File: src/design/gbn_pkg.sv
// Shared constants, codes and control/status types for the go-back-n sender window.
package gbn_pkg;

	// Sizing
	localparam int WINDOW_MAX = 32;
	localparam int SEQ_BITS   = 16;
	localparam int WIN_BITS   = $clog2(WINDOW_MAX + 1);
	localparam int LIM_BITS   = SEQ_BITS + 1;
	localparam int FRAME_BITS = 16;
	localparam int WS_BITS    = 6;
	localparam int MODE_BITS  = 2;
	localparam int CFG_BITS   = 16;

	// Event codes on the input tuser
	localparam logic [MODE_BITS-1:0] MODE_START   = 2'd0;
	localparam logic [MODE_BITS-1:0] MODE_ACK     = 2'd1;
	localparam logic [MODE_BITS-1:0] MODE_TIMEOUT = 2'd2;

	// Result kinds on the output tuser
	localparam logic KIND_FRAME = 1'b0;
	localparam logic KIND_EXIT  = 1'b1;

	// Configuration register indexes
	localparam logic REG_FRAME_COUNT = 1'b0;
	localparam logic REG_WINDOW_SIZE = 1'b1;

	// Controller to datapath
	typedef struct packed {
		logic take;   // input transaction accepted this cycle
		logic step;   // emit the next frame of a burst
	} ctrl_cmd_t;

	// Datapath to controller
	typedef struct packed {
		logic slot_free;  // output register can take a result this cycle
		logic ev_burst;   // event on the input starts a non-empty burst
		logic step_last;  // current burst frame is the final one
	} dp_stat_t;

endpackage

File: src/design/gbn_ctrl.sv
// Controller state machine: event acceptance and burst sequencing.
module gbn_ctrl (
	input  logic                clk,
	input  logic                arst_n,
	input  logic                s_tvalid,
	output logic                s_tready,
	input  gbn_pkg::dp_stat_t   stat,
	output gbn_pkg::ctrl_cmd_t  cmd
);

	localparam logic ST_IDLE  = 1'b0;
	localparam logic ST_BURST = 1'b1;

	logic state_q;
	logic state_d;

	// Accept only between bursts and when a result has somewhere to go
	assign s_tready = (state_q == ST_IDLE) && stat.slot_free;
	assign cmd.take = s_tvalid && s_tready;
	assign cmd.step = (state_q == ST_BURST) && stat.slot_free;

	// Next state
	always_comb begin
		state_d = state_q;
		case (state_q)
			ST_IDLE: begin
				if (cmd.take && stat.ev_burst) state_d = ST_BURST;
			end
			ST_BURST: begin
				if (cmd.step && stat.step_last) state_d = ST_IDLE;
			end
			default: state_d = ST_IDLE;
		endcase
	end

	always_ff @(posedge clk or negedge arst_n) begin
		if (!arst_n) state_q <= ST_IDLE;
		else state_q <= state_d;
	end

endmodule

File: src/design/gbn_dp.sv
// Datapath: configuration, window state, burst counter and output register.
module gbn_dp (
	input  logic                                  clk,
	input  logic                                  arst_n,
	input  logic                                  cfg_we,
	input  logic                                  cfg_index,
	input  logic [gbn_pkg::CFG_BITS-1:0]          cfg_data,
	input  logic [gbn_pkg::MODE_BITS-1:0]         ev_mode,
	input  logic [gbn_pkg::FRAME_BITS-1:0]        ev_ack,
	input  gbn_pkg::ctrl_cmd_t                    cmd,
	output gbn_pkg::dp_stat_t                     stat,
	input  logic                                  out_ready,
	output logic                                  out_valid,
	output logic                                  out_kind,
	output logic [gbn_pkg::FRAME_BITS-1:0]        out_frame,
	output logic                                  out_last
);

	// Configuration registers
	logic [gbn_pkg::FRAME_BITS-1:0] frame_count_q;
	logic [gbn_pkg::WS_BITS-1:0]    window_size_q;

	// Window state
	logic [gbn_pkg::SEQ_BITS-1:0]   base_q;
	logic [gbn_pkg::SEQ_BITS-1:0]   next_q;
	logic [gbn_pkg::SEQ_BITS-1:0]   top_q;
	logic                           active_q;

	// Burst counter and its bound
	logic [gbn_pkg::SEQ_BITS-1:0]   cur_q;
	logic [gbn_pkg::LIM_BITS-1:0]   limit_q;

	// Output register
	logic                           out_valid_q;
	logic                           out_kind_q;
	logic [gbn_pkg::FRAME_BITS-1:0] out_frame_q;
	logic                           out_last_q;

	logic [gbn_pkg::WIN_BITS-1:0]   win;
	logic [gbn_pkg::LIM_BITS-1:0]   frames_x;
	logic [gbn_pkg::LIM_BITS-1:0]   win_x;
	logic [gbn_pkg::LIM_BITS-1:0]   start_lim;
	logic [gbn_pkg::LIM_BITS-1:0]   tmo_end;
	logic [gbn_pkg::LIM_BITS-1:0]   tmo_lim;
	logic                           is_start;
	logic                           is_ack;
	logic                           is_tmo;
	logic                           ack_exit;
	logic [gbn_pkg::SEQ_BITS-1:0]   base_adv;
	logic                           ack_room;
	logic                           ack_send;
	logic                           ack_emit;
	logic                           slot_free;

	// Window size clamped to 1..WINDOW_MAX
	always_comb begin
		if (window_size_q == '0) win = gbn_pkg::WIN_BITS'(1);
		else if (32'(window_size_q) > gbn_pkg::WINDOW_MAX)
			win = gbn_pkg::WIN_BITS'(gbn_pkg::WINDOW_MAX);
		else win = gbn_pkg::WIN_BITS'(window_size_q);
	end

	assign frames_x = gbn_pkg::LIM_BITS'(frame_count_q);
	assign win_x    = gbn_pkg::LIM_BITS'(win);

	// Burst bounds: start sends 0..min(frames, win)-1, timeout base..min(frames, base+win)-1
	assign start_lim = (frames_x < win_x) ? frames_x : win_x;
	assign tmo_end   = gbn_pkg::LIM_BITS'(base_q) + win_x;
	assign tmo_lim   = (frames_x < tmo_end) ? frames_x : tmo_end;

	assign is_start = (ev_mode == gbn_pkg::MODE_START);
	assign is_ack   = (ev_mode == gbn_pkg::MODE_ACK) && active_q;
	assign is_tmo   = (ev_mode == gbn_pkg::MODE_TIMEOUT) && active_q;

	// Acknowledgement: exit on the last frame, else exact-match base advance
	assign ack_exit = (gbn_pkg::LIM_BITS'(ev_ack) + gbn_pkg::LIM_BITS'(1)) == frames_x;
	assign base_adv = (gbn_pkg::LIM_BITS'(ev_ack) == gbn_pkg::LIM_BITS'(base_q))
		? base_q + gbn_pkg::SEQ_BITS'(1) : base_q;
	assign ack_room = ((top_q - base_adv) != (gbn_pkg::SEQ_BITS'(win) - gbn_pkg::SEQ_BITS'(1)))
		&& (gbn_pkg::LIM_BITS'(next_q) != frames_x);
	assign ack_send = is_ack && !ack_exit && ack_room;
	assign ack_emit = cmd.take && is_ack && (ack_exit || ack_room);

	assign slot_free = !out_valid_q || out_ready;

	// Status towards the controller
	assign stat.slot_free = slot_free;
	assign stat.ev_burst  = (is_start && (start_lim != '0))
		|| (is_tmo && (tmo_lim > gbn_pkg::LIM_BITS'(base_q)));
	assign stat.step_last = (gbn_pkg::LIM_BITS'(cur_q) + gbn_pkg::LIM_BITS'(1)) >= limit_q;

	// Configuration writes
	always_ff @(posedge clk or negedge arst_n) begin
		if (!arst_n) begin
			frame_count_q <= gbn_pkg::FRAME_BITS'(1);
			window_size_q <= gbn_pkg::WS_BITS'(4);
		end else if (cfg_we) begin
			case (cfg_index)
				gbn_pkg::REG_FRAME_COUNT: frame_count_q <= cfg_data[gbn_pkg::FRAME_BITS-1:0];
				gbn_pkg::REG_WINDOW_SIZE: window_size_q <= cfg_data[gbn_pkg::WS_BITS-1:0];
				default: ;
			endcase
		end
	end

	// Window state and burst counter
	always_ff @(posedge clk or negedge arst_n) begin
		if (!arst_n) begin
			base_q   <= '0;
			next_q   <= '0;
			top_q    <= '0;
			active_q <= 1'b0;
			cur_q    <= '0;
			limit_q  <= '0;
		end else if (cmd.take) begin
			if (is_start) begin
				base_q   <= '0;
				top_q    <= gbn_pkg::SEQ_BITS'(win) - gbn_pkg::SEQ_BITS'(1);
				next_q   <= start_lim[gbn_pkg::SEQ_BITS-1:0];
				active_q <= 1'b1;
				cur_q    <= '0;
				limit_q  <= start_lim;
			end else if (is_ack) begin
				if (ack_exit) begin
					active_q <= 1'b0;
				end else begin
					base_q <= base_adv;
					if (ack_send) begin
						top_q  <= top_q + gbn_pkg::SEQ_BITS'(1);
						next_q <= next_q + gbn_pkg::SEQ_BITS'(1);
					end
				end
			end else if (is_tmo) begin
				cur_q   <= base_q;
				limit_q <= tmo_lim;
			end
		end else if (cmd.step) begin
			cur_q <= cur_q + gbn_pkg::SEQ_BITS'(1);
		end
	end

	// Output register: valid flag
	always_ff @(posedge clk or negedge arst_n) begin
		if (!arst_n) out_valid_q <= 1'b0;
		else if (ack_emit || cmd.step) out_valid_q <= 1'b1;
		else if (out_ready) out_valid_q <= 1'b0;
	end

	// Output register: payload
	always_ff @(posedge clk) begin
		if (cmd.step) begin
			out_kind_q  <= gbn_pkg::KIND_FRAME;
			out_frame_q <= gbn_pkg::FRAME_BITS'(cur_q);
			out_last_q  <= stat.step_last;
		end else if (ack_emit) begin
			out_kind_q  <= ack_exit ? gbn_pkg::KIND_EXIT : gbn_pkg::KIND_FRAME;
			out_frame_q <= ack_exit ? '0 : gbn_pkg::FRAME_BITS'(next_q);
			out_last_q  <= 1'b1;
		end
	end

	assign out_valid = out_valid_q;
	assign out_kind  = out_kind_q;
	assign out_frame = out_frame_q;
	assign out_last  = out_last_q;

	// A new event and a burst step never share a cycle
	a_take_step_excl: assert property (@(posedge clk) disable iff (!arst_n)
		cmd.take |-> !cmd.step)
		else $error("event accepted during a burst step");

	// A burst step always stays below its bound
	a_step_in_range: assert property (@(posedge clk) disable iff (!arst_n)
		cmd.step |-> (gbn_pkg::LIM_BITS'(cur_q) < limit_q))
		else $error("burst step beyond its bound");

	// The exit marker ends the session
	a_exit_ends: assert property (@(posedge clk) disable iff (!arst_n)
		(cmd.take && is_ack && ack_exit) |=> !active_q)
		else $error("session still active after exit marker");

	// Every result loaded while the slot is free shows valid next cycle
	a_load_valid: assert property (@(posedge clk) disable iff (!arst_n)
		(ack_emit || cmd.step) |=> out_valid_q)
		else $error("loaded result not presented");

endmodule

File: src/design/go_back_n_sender_window.sv
// Top level of the go-back-n sender window: controller plus datapath.
//
// Usage
//   Events enter on the s_ stream: tuser carries the event (start, acknowledgement,
//   timeout), tdata the acknowledged frame number. Results leave on the m_ stream:
//   tdata is the frame number to send, tuser marks a frame (0) or the exit marker
//   (1), and tlast flags the final result caused by one event.
//   frame_count and window_size are set through the cfg_ write port, by the user
//   only while idle; the block itself does not enforce this.
// Results and flow
//   An acknowledgement gives at most one result, presented the cycle after its
//   transaction; the next event may follow in the next cycle if m_tready is high.
//   Start and timeout give a burst of up to the clamped window size (1..32) frames,
//   one per cycle while m_tready is high, the first loaded once the controller
//   enters its burst state; s_tready is low while the burst counter runs.
// Reset: arst_n clears the session (idle), window state and output valid flag;
//   frame_count returns to 1 and window_size to 4.
// Receiver stall: with m_tready low the output register holds its result, the
//   burst counter waits and s_tready stays low; nothing is dropped.
module go_back_n_sender_window (
	input  logic                                   clk,
	input  logic                                   arst_n,
	// Configuration write port
	input  logic                                   cfg_we,
	input  logic                                   cfg_index,
	input  logic [gbn_pkg::CFG_BITS-1:0]           cfg_data,
	// Event stream
	input  logic                                   s_tvalid,
	output logic                                   s_tready,
	input  logic [gbn_pkg::FRAME_BITS-1:0]         s_tdata,   // [15:0] ack_number
	input  logic [gbn_pkg::MODE_BITS-1:0]          s_tuser,   // [1:0] mode
	// Result stream
	output logic                                   m_tvalid,
	input  logic                                   m_tready,
	output logic [gbn_pkg::FRAME_BITS-1:0]         m_tdata,   // [15:0] frame_number
	output logic                                   m_tuser,   // [0] kind
	output logic                                   m_tlast    // last
);

	gbn_pkg::ctrl_cmd_t cmd;
	gbn_pkg::dp_stat_t  stat;

	gbn_ctrl u_ctrl (
		.clk      (clk),
		.arst_n   (arst_n),
		.s_tvalid (s_tvalid),
		.s_tready (s_tready),
		.stat     (stat),
		.cmd      (cmd)
	);

	gbn_dp u_dp (
		.clk       (clk),
		.arst_n    (arst_n),
		.cfg_we    (cfg_we),
		.cfg_index (cfg_index),
		.cfg_data  (cfg_data),
		.ev_mode   (s_tuser),
		.ev_ack    (s_tdata),
		.cmd       (cmd),
		.stat      (stat),
		.out_ready (m_tready),
		.out_valid (m_tvalid),
		.out_kind  (m_tuser),
		.out_frame (m_tdata),
		.out_last  (m_tlast)
	);

endmodule
File: config.mk
export PLATFORM = sky130hd
export DESIGN_NAME = go_back_n_sender_window
export DESIGN_NICKNAME = d
export VERILOG_FILES = /design/src/design/gbn_pkg.sv /design/src/design/gbn_ctrl.sv /design/src/design/gbn_dp.sv /design/src/design/go_back_n_sender_window.sv
export SDC_FILE = /design/constraint.sdc
export NUM_CORES = 1
export LEC_CHECK = 0
export ABC_AREA = 1
export BUFFER_PORTS_ARGS = -buffer_cell sky130_fd_sc_hd__buf_2
export CAP_MARGIN = 30
export CORE_UTILIZATION = 30
export CTS_CLUSTER_SIZE = 16
export DETAILED_ROUTE_END_ITERATION = 10
export PLACE_DENSITY = 0.57
export SETUP_SLACK_MARGIN = 0.3
export SYNTH_ARGS = -nofsm -noshare
export SYNTH_HDL_FRONTEND = slang
export SYNTH_SLANG_ARGS = --single-unit
File: constraint.sdc
create_clock -name clk -period 13.45 [get_ports clk]
set_input_delay 2.0175 -clock clk [delete_from_list [all_inputs] [get_ports clk]]
set_output_delay 2.0175 -clock clk [all_outputs]
set_load 0.05 [all_outputs]
---- Word level (Yosys, flattened, before mapping) ----
Cells that the tools add are included.
W data, S select, Z words.
cells by class
  multiplexer cells ....................... 38
  add/subtract/negate cells ............... 9
  bitwise logic cells ..................... 2
  order comparisons ....................... 5
  reductions and logical operators ........ 37
  equality and inequality tests ........... 10
operators with widths
  cell                     number
  $mux W16                 21
  $mux W17                 4
  $add A16 B1 Y16 const B  4
  $add A16 B1 Y17 const B  2
  $ne A16 B16 Y1           2
  $add A16 B6 Y17          1
  $eq A17 B16 Y1           1
  $ge A17 B17 Y1           1
  $gt A17 B16 Y1           1
  $lt A16 B17 Y1           1
  $reduce_bool A17 Y1      1
  $eq A16 B16 Y1           1
  $lt A16 B6 Y1            1
  $sub A16 B16 Y16         1
  $logic_and A1 B1 Y1      14
  $reduce_bool A2 Y1       7
  $mux W6                  2
  $reduce_and A3 Y1        4
  $mux W1                  10
  $sub A6 B1 Y7 const B    1
  $gt A6 B6 Y1 const B     1
  $logic_not A6 Y1         1
  $logic_or A1 B1 Y1       4
  $ne A2 B1 Y1 const B     2
  other kinds (10)         13
word-level totals
  logic and storage cells ................. 114
  output and inout port bits .............. 20
  bits in registers ....................... 124

---- Logic depth before layout (Yosys ltp) ----
  word-level depth ........................ 12
  depth in mapped cells ................... 40
  gate-level depth less buffers ........... 39

---- Hierarchy ----
From an unflattened synthesis, not the netlist that was laid out.
second synthesis, totals
  cells, all modules ...................... 1,601
  area, all modules ....................... 10,669.0 sq um
modules (own cells, without submodules)
  module    cells an instance  seq. area each (sq um)  times used  area each (sq um)
  gbn_dp    1,590              3,160.5                 1           10,601.4
  gbn_ctrl  11                 25.0                    1           67.6

---- Worst setup path before layout ----
No wires, ideal clock.
  kind .................................... input to register
  start point ............................. in s_tdata[4] (netlist name)
  end point ............................... reg u_dp.out_frame_q, in the netlist u_dp.out_frame[0] (enable)
  library setup time ...................... 0.374 ns
  path buffers ............................ 0
  data required time ...................... 13.076 ns
  stages on the path ...................... 29
  setup slack ............................. 7.847 ns
  arrival ................................. 5.230 ns
  cells stage by stage .................... inv_1 -> nand2_1 -> nand2_1 -> nor2_1 -> nand2_1 -> nor2_1 -> nand2_2 -> nor2_2 -> nand2_1 -> nor2_1 -> nand2_1 -> nor2_1 -> xor2_1 -> ha_1 -> inv_1 -> o21ai_0 -> a21oi_1 -> nand3_1 -> a21oi_1 -> inv_1 -> nand3_1 -> nand2_1 -> nand3_1 -> nand2_1 -> nand3_1 -> nand3_1 -> inv_1 -> nor2_1 -> nand2_1
on the way
  cells in the longest elaborated chain, start to end .. 8
  elaborated cells between the ends (all ways) .. 10
  classes of those cells .................. 2 x add/sub; 3 x eq/ne; 1 x mux; 4 x reduce/logical
RTL lines
  what                              RTL line                       source
  start: declaration                go_back_n_sender_window.sv:30  input logic [gbn_pkg::FRAME_BITS-1:0] s_tdata,
  $eq A16 B16 Y1                    gbn_dp.sv:77                   assign base_adv = (gbn_pkg::LIM_BITS'(ev_ack) == gbn_pkg::LIM_BITS'(base_q))
  $mux W16                          gbn_dp.sv:78                   ? base_q + gbn_pkg::SEQ_BITS'(1) : base_q;
  $sub A16 B16 Y16                  gbn_dp.sv:79                   assign ack_room = ((top_q - base_adv) != (gbn_pkg::SEQ_BITS'(win) - gbn_pkg::SEQ_BITS'(1)))
  $ne A16 B16 Y1                    gbn_dp.sv:79
  $logic_and A1 B1 Y1               gbn_dp.sv:80                   && (gbn_pkg::LIM_BITS'(next_q) != frames_x);
  $logic_or A1 B1 Y1 (*)            gbn_dp.sv:82                   assign ack_emit = cmd.take && is_ack && (ack_exit || ack_room);
  $logic_and A1 B1 Y1 (*)           gbn_dp.sv:82
  $reduce_bool A2 Y1 (no line) (*)  --
  end signal: assignment            gbn_dp.sv:153                  out_frame_q <= gbn_pkg::FRAME_BITS'(cur_q);
  end signal: assignment            gbn_dp.sv:157                  out_frame_q <= ack_exit ? '0 : gbn_pkg::FRAME_BITS'(next_q);
  end: declaration                  gbn_dp.sv:36                   logic [gbn_pkg::FRAME_BITS-1:0] out_frame_q;
Every way passes the cells marked *; elsewhere a longest branch is shown, timed or not.
A chain may end at the register's enable or synchronous reset.

---- Final worst setup path ----
  start point ............................. reg u_dp.window_size_q[1] (netlist name)
  end point ............................... reg u_ctrl.state_q
on the way
  cells in the longest elaborated chain, start to end .. 12
  elaborated cells between the ends (all ways) .. 17
  classes of those cells .................. 1 x add/sub; 4 x order compare; 6 x mux; 6 x reduce/logical
RTL lines
  what                      RTL line        source
  start: declaration        gbn_dp.sv:21    logic [gbn_pkg::WS_BITS-1:0] window_size_q;
  start signal: assignment  gbn_dp.sv:96    window_size_q <= gbn_pkg::WS_BITS'(4);
  start signal: assignment  gbn_dp.sv:100   gbn_pkg::REG_WINDOW_SIZE: window_size_q <= cfg_data[gbn_pkg::WS_BITS-1:0];
  $gt A6 B6 Y1              gbn_dp.sv:58    else if (32'(window_size_q) > gbn_pkg::WINDOW_MAX)
  $mux W6                   gbn_dp.sv:58
  $mux W6 (*)               gbn_dp.sv:57    if (window_size_q == '0) win = gbn_pkg::WIN_BITS'(1);
  $add A16 B6 Y17           gbn_dp.sv:68    assign tmo_end = gbn_pkg::LIM_BITS'(base_q) + win_x;
  $lt A16 B17 Y1            gbn_dp.sv:69    assign tmo_lim = (frames_x < tmo_end) ? frames_x : tmo_end;
  $mux W17                  gbn_dp.sv:69
  $gt A17 B16 Y1            gbn_dp.sv:89    || (is_tmo && (tmo_lim > gbn_pkg::LIM_BITS'(base_q)));
  $logic_and A1 B1 Y1       gbn_dp.sv:89
  $logic_or A1 B1 Y1 (*)    gbn_dp.sv:89
  $logic_and A1 B1 Y1 (*)   gbn_ctrl.sv:27  if (cmd.take && stat.ev_burst) state_d = ST_BURST;
  $mux W1 (*)               gbn_ctrl.sv:27
  $pmux W1 S2 (*)           gbn_ctrl.sv:25  case (state_q)
  net u_ctrl.state_d        gbn_ctrl.sv:15  logic state_d;
  end signal: assignment    gbn_ctrl.sv:38  else state_q <= state_d;
  end: declaration          gbn_ctrl.sv:14  logic state_q;
The timed path passes the listed nets; every way through them passes the cells marked *.

==> impl_metrics.env <==
export IMPL_vias_per_cell=5.02
export IMPL_path_clk_slew_ns=0.07
export IMPL_synth_fp_nets=1634
export IMPL_wl_mm=33.9
export IMPL_yosysWarnings=0
export IMPL_worstPathMaxFanout=30
export IMPL_slowest_stage="nand2_1"
export IMPL_syn2layout_area_growth_pct=12.5
export IMPL_end_kind="register"
export IMPL_async_flop_share_pct=85.5
export IMPL_die_area_um2=36000
export IMPL_grt_max_degree=71
export IMPL_tritoncts="built"
export IMPL_grt_ovfl_total=0
export IMPL_max_freq_mhz=144
export IMPL_initial_core_util_pct=30.6
export IMPL_tightest_slew_ns=0.971
export IMPL_cts_resized=0
export IMPL_power_density_nw_per_um2=231
export IMPL_fin_skew_ns=0.0124
export IMPL_cpPeakStageDelay_ns=0.72
export IMPL_max_slew_margin_rel_pct=35.1
export IMPL_synthesis_area_um2=10600
export IMPL_globalplace_congestion=0.920
export IMPL_drtIter0Drc=775
export IMPL_ys_flop_type="dfrtp_1"
export IMPL_nNetsFinal=1673
export IMPL_ant_nets=0
export IMPL_fp_dieH_um=190
export IMPL_grt_first_pass_wirelength_mm=54.3
export IMPL_status="finished clean"
export IMPL_setup_viol=0
export IMPL_wire_per_inst_um=16.8
export IMPL_syn_avg_cell_area_um2=7.00
export IMPL_core_area_um2=34600
export IMPL_finalCritPeriodShare_pct=51.5
export IMPL_synthCells=1512
export IMPL_finalHoldViolations=0
export IMPL_maxCapViolations=0
export IMPL_hp_class="reg -> reg"
export IMPL_io_pins=60
export IMPL_dpl_hpwl_mm=26.9
export IMPL_fin_cells=2019
export IMPL_synth_seq_cells=124
export IMPL_dr_pass1_iters=5
export IMPL_postCtsSetupRepairBufs=0
export IMPL_critPathLaunchType="register"
export IMPL_seq_area_frac_synth_pct=30.1
export IMPL_antenna_found_initial=2
export IMPL_io_buffers=59
export IMPL_clk_path_buf_depth=2
export IMPL_vias=10130
export IMPL_ctsRootBufferMaster="clkbuf_16"
export IMPL_synth_top_area_cell="dfrtp_1"
export IMPL_rsz0062_at_grt="false"
export IMPL_ys_top_cells_by_area="dfrtp_1, nand2_1, ha_1"
export IMPL_grt_pass1_vias=9920
export IMPL_n_antenna_cell=0
export IMPL_grt_usage_pct=19.6
export IMPL_synth_edff_count=17
export IMPL_clock_sinks=124
export IMPL_rows=68
export IMPL_clk_insertion_delay_late_ns=0.44
export IMPL_drive_gt1_share_pct=10.4
export IMPL_dp_cells=1986
export IMPL_min_period_ns=6.92
export IMPL_cts_buffers=17
export IMPL_h_tree_depth=4
export IMPL_fin_hold_ws_ns=0.472
export IMPL_ir_drop_v=0.000133
export IMPL_holdBufCountCts=0
export IMPL_ys_types=54
export IMPL_fillCellCount=3676
export IMPL_power_leakage_nw=5.91
export IMPL_synth_top_cell_area_share_pct=24.6
export IMPL_die_x_um=190
export IMPL_cp_common_cell="nand2_1"
export IMPL_maxSlewViolCount=0
export IMPL_drc=0
export IMPL_tns_ns=0
export IMPL_cp_required_ns=13.75
export IMPL_crit_type="reg -> reg"
export IMPL_worst_ep_arrival_time_ns=7.23
report_power, final:
part / internal [mW] / leakage, nW / switching [mW]
clock: 0.264 / 0.285 / 0.207
sequential: 0.514 / 1.53 / 0.160
combinational: 0.556 / 4.10 / 1.05
state kept, by name (all words and copies together) (netlist names), 6 cells and up:
register / cells
u_dp.base_q: 16
u_dp.cur_q: 16
u_dp.frame_count_q: 16
u_dp.limit_q: 17
u_dp.next_q: 16
u_dp.out_frame: 16
u_dp.top_q: 16
u_dp.window_size_q: 6
critical path: cells and delay by family, from the launching register on:
| family | cells | cell delay [ns] |
|---|---|---|
| and+or+nand+nor | 17 | 3.08 |
| AOI/OAI and AO/OA | 10 | 1.82 |
| adders and majority gates | 4 | 1.17 |
| DFF | 1 | 0.41 |
| xor gates and xnor gates | 1 | 0.18 |
| buffers and inverters | 2 | 0.13 |
cell families (layout without fill, tap and decap cells):
kind of cell               Yosys count  after routing  share of synthesized area [%]
adders and majority gates           82             82                           9.84
and+or+nand+nor                    716            716                           29.2
xor gates and xnor gates            80             80                           6.62
muxes                                7              7                          0.733
buffers and inverters              258            310                           9.74
DFF                                124            124                           30.1
AOI/OAI and AO/OA                  245            245                           13.7
path summary, 6_finish.rpt:
| kind | endpoint | slack (ns) | cells past startpoint | from |
|---|---|---|---|---|
| max | u_ctrl.state_q$_DFF_PN0_ | 6.53 | 34 | u_dp.window_size_q[1]$_DFFE_PN0P_ |
| min | u_dp.out_kind$_SDFFE_PP0P_ | 0.47 | 2 | u_dp.out_kind$_SDFFE_PP0P_ |
| max reg2reg | u_ctrl.state_q$_DFF_PN0_ | 6.53 | 34 | u_dp.window_size_q[1]$_DFFE_PN0P_ |
| min reg2reg | u_dp.out_kind$_SDFFE_PP0P_ | 0.47 | 2 | u_dp.out_kind$_SDFFE_PP0P_ |
| max in group asynchronous | u_dp.frame_count_q[0]$_DFFE_PN1P_ | 10.76 | 3 | arst_n |
| min in group asynchronous | u_dp.out_valid$_DFFE_PN0P_ | 1.57 | 1 | arst_n |
layout make-up:
| cell class | instances | area [um2] | area share [%] |
|---|---|---|---|
| clock buffer | 17 | 425 | 3.57 |
| sequential | 124 | 3190 | 26.8 |
| timing repair buffer | 67 | 398 | 3.34 |
| inverter | 211 | 792 | 6.65 |
| tap | 455 | 569 | 4.78 |
| multi-input combinational | 1130 | 6370 | 53.5 |
| clock inverter | 15 | 165 | 1.39 |
layer usage:
metal,vias up,wire length (um),global-route usage [%]
li1,5006,-,-
met1,4737,15100,25.1
met2,295,16100,32.9
met3,88,1380,2.64
met4,4,1320,8.56
met5,-,30,0
through the flow:
stage	utilization (%)	instance area [um2]	total power [mW]	worst slack [ns]
finish	34.4	11900	2.75	6.53
CTS	34.3	11900	2.75	6.64
global placement	32.5	11200	2.24	6.66
floorplan	-	10600	1.85	7.85
detailed placement	32.6	11300	2.27	6.65
global route	34.4	11900	3.02	5.93
layout by cell type, fill, tap and decap left out, types with 8 or more instances in the layout:
master / Yosys / routed
buf_2: 9 / 58
dfrtp_1: 104 / 104
ha_1: 80 / 80
o22ai_2: 16 / 16
nor2_1: 119 / 118
nor3_1: 22 / 22
inv_6: 0 / 8
clkbuf_16: 0 / 17
xnor2_1: 16 / 16
a31oi_1: 14 / 14
a21oi_1: 65 / 65
o21bai_1: 9 / 9
nand2_1: 409 / 409
nand4_1: 22 / 22
o22ai_1: 16 / 16
inv_1: 204 / 204
nand3_1: 98 / 98
o21ai_0: 108 / 107
edfxtp_1: 17 / 17
xor2_1: 64 / 64
cells in the mapped netlist (2+ instances only):
master / number
nand3_2: 5
a221oi_1: 2
nor3_1: 22
o21ai_0: 108
o31ai_1: 4
or2_2: 5
nand4_1: 22
and2_1: 2
nor4_1: 7
dfrtp_1: 104
a21o_1: 3
mux2_2: 6
buf_1: 5
clkbuf_2: 2
o22ai_2: 16
buf_2: 9
dfstp_2: 2
and3_1: 4
o22ai_1: 16
nand2_2: 6
nor2_1: 119
inv_1: 204
ha_1: 80
nor2_2: 6
nand3b_1: 2
nand2_1: 409
nor2_4: 2
xnor2_1: 16
o21bai_1: 9
inv_2: 7
buf_6: 6
xor2_1: 64
clkbuf_1: 24
o21ai_1: 2
nand2_4: 2
a31oi_1: 14
a21oi_1: 65
nand3_1: 98
fa_1: 2
edfxtp_1: 17
(Power assumes the default switching activity.)
